### config.mk
export PLATFORM = sky130hd
export DESIGN_NAME = ordered_job_queue
export DESIGN_NICKNAME = d
export VERILOG_FILES = /design/src/hw/rtl/ojq_pkg.sv /design/src/hw/rtl/ojq_datapath.sv /design/src/hw/rtl/ojq_ctrl.sv /design/src/hw/rtl/ordered_job_queue.sv
export SDC_FILE = /design/constraint.sdc
export NUM_CORES = 1
export LEC_CHECK = 0
export BUFFER_PORTS_ARGS = -buffer_cell sky130_fd_sc_hd__buf_4
export CAP_MARGIN = 25
export CORE_MARGIN = 5
export CORE_UTILIZATION = 40
export DETAILED_ROUTE_END_ITERATION = 16
export MAX_ROUTING_LAYER = met4
export PLACE_DENSITY = 0.64
export SETUP_SLACK_MARGIN = 0.3
export SLEW_MARGIN = 20
export SYNTH_ARGS = -nofsm -noshare
export SYNTH_HDL_FRONTEND = slang
export SYNTH_SLANG_ARGS = --single-unit
### constraint.sdc
create_clock -name clk -period 10.5 [get_ports clk]
set_clock_uncertainty 0.05 [all_clocks]
set_input_delay 2.1 -clock clk [delete_from_list [all_inputs] [get_ports clk]]
set_output_delay 2.1 -clock clk [all_outputs]
set_load 0.01 [all_outputs]
### src/hw/rtl/ojq_pkg.sv
// Shared types, field widths and command codes for the ordered job queue.
package ojq_pkg;

    localparam int DEPTH     = 16;
    localparam int IDX_W     = $clog2(DEPTH);
    localparam int CNT_W     = $clog2(DEPTH + 1);

    localparam int MODE_W    = 3;
    localparam int TASK_ID_W = 16;
    localparam int POS_W     = 5;
    localparam int STATUS_W  = 2;
    localparam int COUNT_W   = 5;

    // Operation codes carried in the mode field
    localparam logic [MODE_W-1:0] MODE_PUSH   = 3'd0;
    localparam logic [MODE_W-1:0] MODE_INSERT = 3'd1;
    localparam logic [MODE_W-1:0] MODE_REMOVE = 3'd2;
    localparam logic [MODE_W-1:0] MODE_POP    = 3'd3;
    localparam logic [MODE_W-1:0] MODE_QUERY  = 3'd4;

    // Result status codes
    localparam logic [STATUS_W-1:0] ST_DONE = 2'd0;
    localparam logic [STATUS_W-1:0] ST_MISS = 2'd1;
    localparam logic [STATUS_W-1:0] ST_FULL = 2'd2;
    localparam logic [STATUS_W-1:0] ST_NULL = 2'd3;

    // Index counter operations
    localparam logic [2:0] IDX_HOLD = 3'd0;
    localparam logic [2:0] IDX_LOAD = 3'd1;
    localparam logic [2:0] IDX_ZERO = 3'd2;
    localparam logic [2:0] IDX_INC  = 3'd3;
    localparam logic [2:0] IDX_DEC  = 3'd4;

    // Memory read address selection
    localparam logic [2:0] RD_IDX    = 3'd0;
    localparam logic [2:0] RD_IDX_M1 = 3'd1;
    localparam logic [2:0] RD_IDX_P1 = 3'd2;
    localparam logic [2:0] RD_FRONT  = 3'd3;
    localparam logic [2:0] RD_BACK   = 3'd4;

    // Memory write data selection
    localparam logic WR_SHIFT = 1'b0;
    localparam logic WR_NEW   = 1'b1;

    typedef struct packed {
        logic [MODE_W-1:0]    mode;
        logic [TASK_ID_W-1:0] task_id;
        logic [POS_W-1:0]     position;
    } job_t;

    typedef struct packed {
        logic [STATUS_W-1:0]  status;
        logic [TASK_ID_W-1:0] popped_id;
        logic [TASK_ID_W-1:0] front_id;
        logic [TASK_ID_W-1:0] back_id;
        logic [COUNT_W-1:0]   count;
    } result_t;

    typedef struct packed {
        logic                load;
        logic                st_wr;
        logic [STATUS_W-1:0] st_code;
        logic [2:0]          idx_op;
        logic                rd_en;
        logic [2:0]          rd_sel;
        logic                wr_en;
        logic                wr_sel;
        logic                cnt_inc;
        logic                cnt_dec;
        logic                pop_cap;
        logic                front_cap;
        logic                out_load;
    } cmd_t;

    typedef struct packed {
        logic [MODE_W-1:0] mode;
        logic              id_null;
        logic              full;
        logic              empty;
        logic              at_tgt;
        logic              at_last;
        logic              hit;
        logic              out_free;
    } stat_t;

endpackage

### src/hw/rtl/ojq_datapath.sv
// Datapath: entry memory, index counter, occupancy and result register.
module ojq_datapath
    import ojq_pkg::*;
(
    input  logic    clk,
    input  logic    rst_n,
    input  job_t    job,
    input  cmd_t    cmd,
    output stat_t   stat,
    output logic    result_valid,
    input  logic    result_stall,
    output result_t result
);

    logic [TASK_ID_W-1:0] mem [DEPTH];

    logic [CNT_W-1:0]     cnt_reg,       cnt_next;
    logic                 res_valid_reg, res_valid_next;
    job_t                 job_reg,       job_next;
    logic [CNT_W-1:0]     idx_reg,       idx_next;
    logic [CNT_W-1:0]     tgt_reg,       tgt_next;
    logic [STATUS_W-1:0]  status_reg,    status_next;
    logic [TASK_ID_W-1:0] popped_reg,    popped_next;
    logic [TASK_ID_W-1:0] front_reg,     front_next;
    logic [TASK_ID_W-1:0] rdata_reg;
    result_t              res_reg,       res_next;

    logic [CNT_W-1:0]     rd_idx;
    logic [IDX_W-1:0]     rd_addr;
    logic [TASK_ID_W-1:0] wr_data;
    logic                 cnt_zero;

    assign cnt_zero = (cnt_reg == '0);

    always_comb
    begin
        unique case (cmd.rd_sel)
            RD_IDX:    rd_idx = idx_reg;
            RD_IDX_M1: rd_idx = idx_reg - CNT_W'(1);
            RD_IDX_P1: rd_idx = idx_reg + CNT_W'(1);
            RD_FRONT:  rd_idx = '0;
            RD_BACK:   rd_idx = cnt_reg - CNT_W'(1);
            default:   rd_idx = '0;
        endcase
    end

    assign rd_addr = rd_idx[IDX_W-1:0];
    assign wr_data = (cmd.wr_sel == WR_NEW) ? job_reg.task_id : rdata_reg;

    always_ff @(posedge clk)
    begin
        if (cmd.wr_en)
        begin
            mem[idx_reg[IDX_W-1:0]] <= wr_data;
        end
        if (cmd.rd_en)
        begin
            rdata_reg <= mem[rd_addr];
        end
    end

    always_comb
    begin
        job_next    = cmd.load ? job : job_reg;
        status_next = cmd.st_wr ? cmd.st_code : status_reg;
        front_next  = cmd.front_cap ? rdata_reg : front_reg;

        popped_next = popped_reg;
        if (cmd.load)
        begin
            popped_next = '0;
        end
        else if (cmd.pop_cap)
        begin
            popped_next = rdata_reg;
        end

        cnt_next = cnt_reg;
        if (cmd.cnt_inc)
        begin
            cnt_next = cnt_reg + CNT_W'(1);
        end
        else if (cmd.cnt_dec)
        begin
            cnt_next = cnt_reg - CNT_W'(1);
        end

        idx_next = idx_reg;
        tgt_next = tgt_reg;
        unique case (cmd.idx_op)
            IDX_HOLD: idx_next = idx_reg;
            IDX_LOAD:
            begin
                // Shift up from the back; an out-of-range position appends
                idx_next = cnt_reg;
                if (job_reg.mode == MODE_PUSH || 32'(job_reg.position) >= 32'(cnt_reg))
                begin
                    tgt_next = cnt_reg;
                end
                else
                begin
                    tgt_next = CNT_W'(job_reg.position);
                end
            end
            IDX_ZERO: idx_next = '0;
            IDX_INC:  idx_next = idx_reg + CNT_W'(1);
            IDX_DEC:  idx_next = idx_reg - CNT_W'(1);
            default:  idx_next = idx_reg;
        endcase

        res_next           = res_reg;
        res_next.status    = status_reg;
        res_next.popped_id = popped_reg;
        res_next.front_id  = cnt_zero ? '0 : front_reg;
        res_next.back_id   = cnt_zero ? '0 : rdata_reg;
        res_next.count     = COUNT_W'(cnt_reg);
        if (!cmd.out_load)
        begin
            res_next = res_reg;
        end

        res_valid_next = res_valid_reg;
        if (cmd.out_load)
        begin
            res_valid_next = 1'b1;
        end
        else if (!result_stall)
        begin
            res_valid_next = 1'b0;
        end
    end

    always_ff @(posedge clk or negedge rst_n)
    begin
        if (!rst_n)
        begin
            cnt_reg       <= '0;
            res_valid_reg <= 1'b0;
        end
        else
        begin
            cnt_reg       <= cnt_next;
            res_valid_reg <= res_valid_next;
        end
    end

    always_ff @(posedge clk)
    begin
        job_reg    <= job_next;
        idx_reg    <= idx_next;
        tgt_reg    <= tgt_next;
        status_reg <= status_next;
        popped_reg <= popped_next;
        front_reg  <= front_next;
        res_reg    <= res_next;
    end

    assign stat.mode     = job_reg.mode;
    assign stat.id_null  = (job_reg.task_id == '0);
    assign stat.full     = (32'(cnt_reg) >= DEPTH);
    assign stat.empty    = cnt_zero;
    assign stat.at_tgt   = (idx_reg == tgt_reg);
    assign stat.at_last  = ((33'(idx_reg) + 33'd1) >= 33'(cnt_reg));
    assign stat.hit      = (rdata_reg == job_reg.task_id);
    assign stat.out_free = !res_valid_reg || !result_stall;

    assign result_valid = res_valid_reg;
    assign result       = res_reg;

endmodule

### src/hw/rtl/ojq_ctrl.sv
// Controller: sequences decode, search, shift and result read-back.
module ojq_ctrl
    import ojq_pkg::*;
(
    input  logic  clk,
    input  logic  rst_n,
    input  logic  job_valid,
    output logic  job_stall,
    input  stat_t stat,
    output cmd_t  cmd
);

    localparam logic [3:0] S_IDLE     = 4'd0;
    localparam logic [3:0] S_DECODE   = 4'd1;
    localparam logic [3:0] S_UP_CHK   = 4'd2;
    localparam logic [3:0] S_UP_WR    = 4'd3;
    localparam logic [3:0] S_SRCH_RD  = 4'd4;
    localparam logic [3:0] S_SRCH_CMP = 4'd5;
    localparam logic [3:0] S_POP_RD   = 4'd6;
    localparam logic [3:0] S_POP_CAP  = 4'd7;
    localparam logic [3:0] S_DN_CHK   = 4'd8;
    localparam logic [3:0] S_DN_WR    = 4'd9;
    localparam logic [3:0] S_FRONT_RD = 4'd10;
    localparam logic [3:0] S_BACK_RD  = 4'd11;
    localparam logic [3:0] S_FINISH   = 4'd12;

    logic [3:0] state_reg, state_next;

    assign job_stall = (state_reg != S_IDLE);

    always_comb
    begin
        state_next = state_reg;
        cmd        = '0;
        cmd.idx_op = IDX_HOLD;
        cmd.rd_sel = RD_IDX;
        cmd.wr_sel = WR_SHIFT;

        unique case (state_reg)
            S_IDLE:
            begin
                if (job_valid)
                begin
                    cmd.load   = 1'b1;
                    state_next = S_DECODE;
                end
            end

            S_DECODE:
            begin
                cmd.st_wr   = 1'b1;
                cmd.st_code = ST_DONE;
                state_next  = S_FRONT_RD;
                unique case (stat.mode)
                    MODE_PUSH, MODE_INSERT:
                    begin
                        if (stat.id_null)
                        begin
                            cmd.st_code = ST_NULL;
                        end
                        else if (stat.full)
                        begin
                            cmd.st_code = ST_FULL;
                        end
                        else
                        begin
                            cmd.idx_op = IDX_LOAD;
                            state_next = S_UP_CHK;
                        end
                    end
                    MODE_REMOVE:
                    begin
                        if (stat.id_null)
                        begin
                            cmd.st_code = ST_NULL;
                        end
                        else
                        begin
                            // Assume a miss until the search finds the identifier
                            cmd.st_code = ST_MISS;
                            if (!stat.empty)
                            begin
                                cmd.idx_op = IDX_ZERO;
                                state_next = S_SRCH_RD;
                            end
                        end
                    end
                    MODE_POP:
                    begin
                        if (stat.empty)
                        begin
                            cmd.st_code = ST_MISS;
                        end
                        else
                        begin
                            cmd.idx_op = IDX_ZERO;
                            state_next = S_POP_RD;
                        end
                    end
                    default:
                    begin
                        cmd.st_code = ST_DONE;
                    end
                endcase
            end

            S_UP_CHK:
            begin
                if (stat.at_tgt)
                begin
                    cmd.wr_en   = 1'b1;
                    cmd.wr_sel  = WR_NEW;
                    cmd.cnt_inc = 1'b1;
                    state_next  = S_FRONT_RD;
                end
                else
                begin
                    cmd.rd_en  = 1'b1;
                    cmd.rd_sel = RD_IDX_M1;
                    state_next = S_UP_WR;
                end
            end

            S_UP_WR:
            begin
                cmd.wr_en  = 1'b1;
                cmd.idx_op = IDX_DEC;
                state_next = S_UP_CHK;
            end

            S_SRCH_RD:
            begin
                cmd.rd_en  = 1'b1;
                cmd.rd_sel = RD_IDX;
                state_next = S_SRCH_CMP;
            end

            S_SRCH_CMP:
            begin
                if (stat.hit)
                begin
                    cmd.st_wr   = 1'b1;
                    cmd.st_code = ST_DONE;
                    state_next  = S_DN_CHK;
                end
                else if (stat.at_last)
                begin
                    state_next = S_FRONT_RD;
                end
                else
                begin
                    cmd.idx_op = IDX_INC;
                    state_next = S_SRCH_RD;
                end
            end

            S_POP_RD:
            begin
                cmd.rd_en  = 1'b1;
                cmd.rd_sel = RD_FRONT;
                state_next = S_POP_CAP;
            end

            S_POP_CAP:
            begin
                cmd.pop_cap = 1'b1;
                state_next  = S_DN_CHK;
            end

            S_DN_CHK:
            begin
                // Close the gap one entry at a time towards the back
                if (stat.at_last)
                begin
                    cmd.cnt_dec = 1'b1;
                    state_next  = S_FRONT_RD;
                end
                else
                begin
                    cmd.rd_en  = 1'b1;
                    cmd.rd_sel = RD_IDX_P1;
                    state_next = S_DN_WR;
                end
            end

            S_DN_WR:
            begin
                cmd.wr_en  = 1'b1;
                cmd.idx_op = IDX_INC;
                state_next = S_DN_CHK;
            end

            S_FRONT_RD:
            begin
                cmd.rd_en  = 1'b1;
                cmd.rd_sel = RD_FRONT;
                state_next = S_BACK_RD;
            end

            S_BACK_RD:
            begin
                cmd.front_cap = 1'b1;
                cmd.rd_en     = 1'b1;
                cmd.rd_sel    = RD_BACK;
                state_next    = S_FINISH;
            end

            S_FINISH:
            begin
                // Hold until the result register can take the transaction
                if (stat.out_free)
                begin
                    cmd.out_load = 1'b1;
                    state_next   = S_IDLE;
                end
            end

            default:
            begin
                state_next = S_IDLE;
            end
        endcase
    end

    always_ff @(posedge clk or negedge rst_n)
    begin
        if (!rst_n)
        begin
            state_reg <= S_IDLE;
        end
        else
        begin
            state_reg <= state_next;
        end
    end

endmodule

### src/hw/rtl/ordered_job_queue.sv
// Top level of the ordered job queue: controller plus datapath.
//
//  channel  | handshake                  | payload
//  ---------+----------------------------+----------------------------------------
//  job      | job_valid / job_stall      | mode, task_id, position
//  result   | result_valid / result_stall| status, popped_id, front_id, back_id, count
//
// One transaction at a time; a new job is taken only while the controller is idle.
// A query or a rejected job is decoded, then the front and back entries are read and
// the result loaded. An insert first shifts entries up, a remove compares from the
// front and shifts later entries down on a hit, a pop captures the front and shifts down.
// Reset clears the occupancy count and the controller; entries are not cleared.
// A stalled result holds in the output register; a new job is taken meanwhile.
module ordered_job_queue
    import ojq_pkg::*;
(
    input  logic    clk,
    input  logic    rst_n,
    input  logic    job_valid,
    output logic    job_stall,
    input  job_t    job,
    output logic    result_valid,
    input  logic    result_stall,
    output result_t result
);

    cmd_t  cmd;
    stat_t stat;

    ojq_ctrl u_ctrl (
        .clk       (clk),
        .rst_n     (rst_n),
        .job_valid (job_valid),
        .job_stall (job_stall),
        .stat      (stat),
        .cmd       (cmd)
    );

    ojq_datapath u_datapath (
        .clk          (clk),
        .rst_n        (rst_n),
        .job          (job),
        .cmd          (cmd),
        .stat         (stat),
        .result_valid (result_valid),
        .result_stall (result_stall),
        .result       (result)
    );

endmodule

==> results.yml, run 1 <==
sta:
  rsz0062_at_grt: "no"
  tns_ps: 0
  setup_ws_ps: 5034
  period_share_pct: 52.06
  holdWs_ps: 367.2
  slew_violations: 0
  finalSetupViolations: 0
  worst_slew_pin_slew_ps: 1010
  min_period_ps: 5466
  max_slew_margin_pct: 32.68
  finalHoldViolCount: 0
  fmax_mhz: 182.9
synth:
  ys_warn_count: 0
  synth_cell_types: 63
  ys_top_cells_by_area: "edfxtp_1 (65%), o22ai_1 (6.3%), a211oi_1 (2.8%)"
  synthArstFlopShare_pct: 2.469
  yosys.area.top_type_share_pct: 64.88
  ys.flop_type: "edfxtp_1"
  synth.largest_area_cell: "edfxtp_1"
  syn-cell-area_sq_um: 17540
  synth_nets: 1327
  synth-edff-count: 379
  ys_seq_area_share_pct: 68.14
  syn-instance-count: 1282
  syn_area_per_cell_sq_um: 13.68
  ys_ff_latch: 405
clocking:
  cts_setup_buffers: 0
  cts_buffer_depth: 3
  cts_root_buffer: "clkbuf_16"
  clk_latency_ps: 570
  cts_resized: 0
  cts_buffers: 43
  cts-hold-fix-buffers: 0
  ctsHtreeMaxLevel: 2
  cts_tree: "done"
  cts_sinks: 405
  path_clk_slew_ps: 60
die:
  initial_utilization_pct: 40.54
  core_sq_um: 43270
  rows: 76
  die_w_um: 219.4
  dieArea_sq_um: 48140
  ios: 85
  die-height_um: 219.4
layout:
  syn2layout_area_growth_pct: 14.94
  drive_gt1_share_pct: 17.01
  final_util_pct: 46.60
  fin_nets: 1388
  layout_commonest_cell: "edfxtp_1"
  n_antenna_cell: 0
  final_area_sq_um: 20160
  layout_common_cells: "edfxtp_1 (379), o22ai_1 (178), buf_4 (114)"
  largest_register_ffs: 256
routing:
  drt-wirelength-per-cell_um: 22.95
  drc_errors: 0
  ant_nets: 0
  via_count: 11700
  drt_wl_total_mm: 45.00
  initialDrtViolationCount: 1508
  vias_per_cell: 5.967
  dr.pass1.iters: 5
global_routing:
  grt_use_met2_pct: 27.93
  grtUsageMet1_pct: 27.11
  grtUsageMet3_pct: 3.421
  top_usage_layer: "met2"
  grt_usage_pct: 18.77
  gr-total-overflow: 0
  antenna_found_initial: 0
  grt_first_pass_wirelength_mm: 68.01
  grt_pass1_vias: 11140
  grt_max_degree: 95
worst_setup_path:
  critPathCaptureType: "flip-flop"
  required_ps: 10720
  cp-start-kind: "flip-flop"
  path_class: "flip-flop to flip-flop"
  crit_arrival_ps: 5680
  crit_path_max_fanout: 40
outcome:
  status: "completed"
place:
  io_buffers: 84
  gp_congestion: 0.8551
  detailedPlace.worstSlack_ps: 4488
  place_hpwl_mm: 26.72
  place_area_sq_um: 18770
power_and_ir_drop:
  power.density_nw_per_um2: 356.9
  p_leak_nw: 6.672
  vdd_drop_max_mv: 0.2804
job:
  maxCapViolCount: 0
worst_hold_path:
  hold_path.class: "flip-flop to flip-flop"
-- where the power goes --
| part | leakage, nW | switching, mW | internal (mW) |
|---|---|---|---|
| Clock | 0.649 | 0.608 | 0.841 |
| Sequential | 3.69 | 0.209 | 2.25 |
| Combinational | 2.33 | 2.18 | 1.11 |
-- metal layers --
| metal | up-vias | part of all wire, % | routed length [um] |
|---|---|---|---|
| li1 | 5258 | - | - |
| met1 | 5827 | 44 | 19710 |
| met2 | 546 | 45 | 20320 |
| met3 | 71 | 9.1 | 4080 |
| met4 | 0 | 2.0 | 892 |
| met5 | - | 0 | 0 |
-- logic make-up (layout without fill, tap and decap cells) --
group           Yosys count  in the layout  synth area share (%)
compound gates          428            428                 16.86
flops                   405            405                 68.14
simple gates            242            242                 6.670
buf+inv                 117            211                 2.882
mux                      39             39                 2.539
xor+xnor                 34             34                 1.698
fa+ha+maj                17             17                 1.213
-- cell type report --
| class | count | area [sq um] |
|---|---|---|
| fill | 3740 | 23110 |
| clock inverter | 20 | 162.7 |
| sequential | 405 | 11950 |
| clock buffer | 58 | 1184 |
| inverter | 17 | 63.81 |
| tap | 585 | 732.0 |
| multi-input combinational | 760 | 5169 |
| timing repair buffer | 116 | 898.4 |
-- path summary, 6_finish.rpt --
check	slack [ps]	from	to	cells past startpoint
worst min register to register	370	u_datapath.status_reg[0]$_DFFE_PP_	u_datapath.result[53]$_DFFE_PP_	0
max in group asynchronous	8920	rst_n	u_datapath.result_valid$_DFFE_PN0P_	1
worst max register to register	5030	u_datapath.idx_reg[0]$_DFFE_PP_	u_datapath.rdata_reg[8]$_DFFE_PP_	13
worst min-delay path	370	u_datapath.status_reg[0]$_DFFE_PP_	u_datapath.result[53]$_DFFE_PP_	0
worst max-delay path	5030	u_datapath.idx_reg[0]$_DFFE_PP_	u_datapath.rdata_reg[8]$_DFFE_PP_	13
min in group asynchronous	1310	rst_n	u_ctrl.state_reg[0]$_DFFE_PN0P_	1
-- cell usage after synthesis (17+ instances only) --
cell type  number
o21ai_0        19
nand2_1       103
o22ai_1       178
mux2_2         28
a21oi_1        57
a21o_1         17
xor2_1         25
clkbuf_1       66
nor2_1         34
a211oi_1       65
nor2b_1        37
ha_1           17
buf_2          23
edfxtp_1      379
-- per-stage QoR --
stage / power [mW] / instances
floorplan: 4.705 / 1282
global placement: 5.627 / 1881
detailed placement: 5.701 / 1881
CTS: 7.150 / 1959
global route: 7.550 / 1961
finish: 7.196 / 1961
-- critical path: stages (launching register included) --
cell and delay [ps]:
edfxtp_1 600, ha_1 350, nand3_1 140, xnor2_1 230, ha_1 290, a21oi_1 200
nand3_1 130, nor3_1 520, or3_2 880, o21a_1 600, buf_4 420, mux2_2 380
o221ai_1 200, o32ai_1 140
Note: power is estimated with default switching activity, not from simulation.
==> run 2: changes to the inputs <==
Clock period 10.5 ns to 5.5 ns, I/O delays scaled along.
==> results.yml, run 2 (synthesized netlist as in run 1, its figures left out) <==
worst_setup_path:
  reg2reg_slack_ps: 660
  timing.rr.end: "u_datapath.rdata_reg[1]$_DFFE_PP_"
  cp-start-kind: "flip-flop"
  crit_path_max_fanout: 35
  path_class: "flip-flop to flip-flop"
  reg2reg_depth: 14
  crit_arrival_ps: 5050
  required_ps: 5710
  critPathCaptureType: "flip-flop"
  regToRegStartpoint: "u_datapath.idx_reg[1]$_DFFE_PP_"
sta:
  worst_slew_pin_slew_ps: 996.7
  min_period_ps: 4837
  slew_violations: 0
  fmax_mhz: 206.7
  max_slew_margin_pct: 33.55
  period_share_pct: 87.95
  tns_ps: 0
  finalHoldViolCount: 0
  finalSetupViolations: 0
  rsz0062_at_grt: "no"
power_and_ir_drop:
  p_clk_share_pct: 19.0
  sw_frac_of_total_pct: 41.53
  p_comb_share_pct: 47.2
  switchingPower_mw: 5.708
  p_leak_nw: 6.706
  p_int_mw: 8.036
  seqPwrFrac_pct: 33.8
  power_mw: 13.74
  vdd_drop_max_mv: 0.4812
  power.density_nw_per_um2: 680.4
routing:
  m1WireLength_mm: 19.25
  drt-wirelength-per-cell_um: 22.95
  highest-signal-layer: "met4"
  dr_wl_met3_mm: 4.493
  dr.pass1.iters: 7
  drt_wl_total_mm: 45.30
  wl_met2_mm: 20.64
  via_count: 11780
  drc_errors: 0
  vias_per_cell: 5.969
  initialDrtViolationCount: 1370
  ant_nets: 0
clocking:
  cts_buffers: 42
  cts_sinks: 405
  clk_latency_ps: 550
  cts_setup_buffers: 0
  path_clk_slew_ps: 60
  cts_tree: "done"
  cts_resized: 0
  ctsHtreeMaxLevel: 2
  cts_buffer_depth: 3
  cts-hold-fix-buffers: 0
  cts_root_buffer: "clkbuf_16"
layout:
  drive_gt1_share_pct: 17.51
  syn2layout_area_growth_pct: 15.16
  layout_common_cells: "edfxtp_1 (379), o22ai_1 (178), buf_4 (128)"
  fill_cells: 3750
  fin_nets: 1403
  largest_register_ffs: 256
  final_util_pct: 46.69
  layout_commonest_cell: "edfxtp_1"
  final_area_sq_um: 20200
job:
  maxCapViolCount: 0
place:
  place_hpwl_mm: 27.93
  gp_congestion: 0.8827
  io_buffers: 84
  place_area_sq_um: 18960
die:
  rows: 76
  ios: 85
  initial_utilization_pct: 40.54
  dieArea_sq_um: 48140
  die_w_um: 219.4
  core_sq_um: 43270
  die-height_um: 219.4
global_routing:
  grt_max_degree: 95
  grt_first_pass_wirelength_mm: 68.90
  grt_usage_pct: 18.92
  antenna_found_initial: 1
  grt_pass1_vias: 11420
  gr-total-overflow: 0
worst_hold_path:
  hold_path.class: "input pin to async pin"
outcome:
  status: "completed"
-- run 2: layout make-up --
type	count	area, sq um	area share, %
Inverter	17	63.81	0.3159
Clock buffer	51	1106	5.475
Tap cell	585	732.0	3.623
Clock inverter	23	135.1	0.6689
Multi-Input combinational cell	760	5169	25.59
Antenna cell	1	2.502	0.01239
Timing Repair Buffer	132	1041	5.153
Sequential cell	405	11950	59.16
-- run 2: power groups by stage --
stage	combinational (mW)	sequential [mW]	clock (mW)
4_1_cts	6.39	4.64	2.65
6_report	6.49	4.65	2.61
3_3_place_gp	6.25	4.69	0
5_1_grt	6.99	4.69	2.78
3_5_place_dp	6.38	4.71	0
2_1_floorplan	4.46	4.52	0
-- run 2: worst max path at each step --
stage / depth (start not counted) / slack [ps] / end / startpoint
after global placement: 13 / 890 / u_datapath.rdata_reg[10]$_DFFE_PP_ / u_datapath.idx_reg[1]$_DFFE_PP_
after floorplan: 1 / 1160 / u_datapath.result[0]$_DFFE_PP_ / result_stall
after global routing: 14 / 370 / u_datapath.rdata_reg[7]$_DFFE_PP_ / u_datapath.idx_reg[1]$_DFFE_PP_
after CTS: 14 / 760 / u_datapath.rdata_reg[7]$_DFFE_PP_ / u_datapath.idx_reg[1]$_DFFE_PP_
final: 14 / 660 / u_datapath.rdata_reg[1]$_DFFE_PP_ / u_datapath.idx_reg[1]$_DFFE_PP_
after detailed placement: 14 / 770 / u_datapath.rdata_reg[7]$_DFFE_PP_ / u_datapath.idx_reg[1]$_DFFE_PP_
-- run 2: critical path: stages (launching register included) --
cell and delay, ps:
edfxtp_1 500, ha_1 370, nand3_1 130, xnor2_1 250, ha_1 300, a21oi_1 190, nand3_1 140, or3_1 500
o22ai_1 200, a221o_2 210, buf_4 390, buf_4 410, a211oi_1 90, a211oi_1 610, o32ai_1 210
-- run 2: metal layers --
metal | GRT usage, % | vias up
met1 | 26.61 | 5846
met4 | 4.501 | 0
met2 | 28.51 | 571
met3 | 3.945 | 72
li1 | - | 5294
met5 | - | -
-- run 2: per-stage QoR --
stage	std cells	setup WS, ps	hold WS [ps]
floorplan	1282	1162	350.3
global placement	1899	885.9	352.6
detailed placement	1899	765.0	362.3
CTS	1973	758.0	321.4
global route	1974	368.6	337.1
finish	1974	663.0	335.5
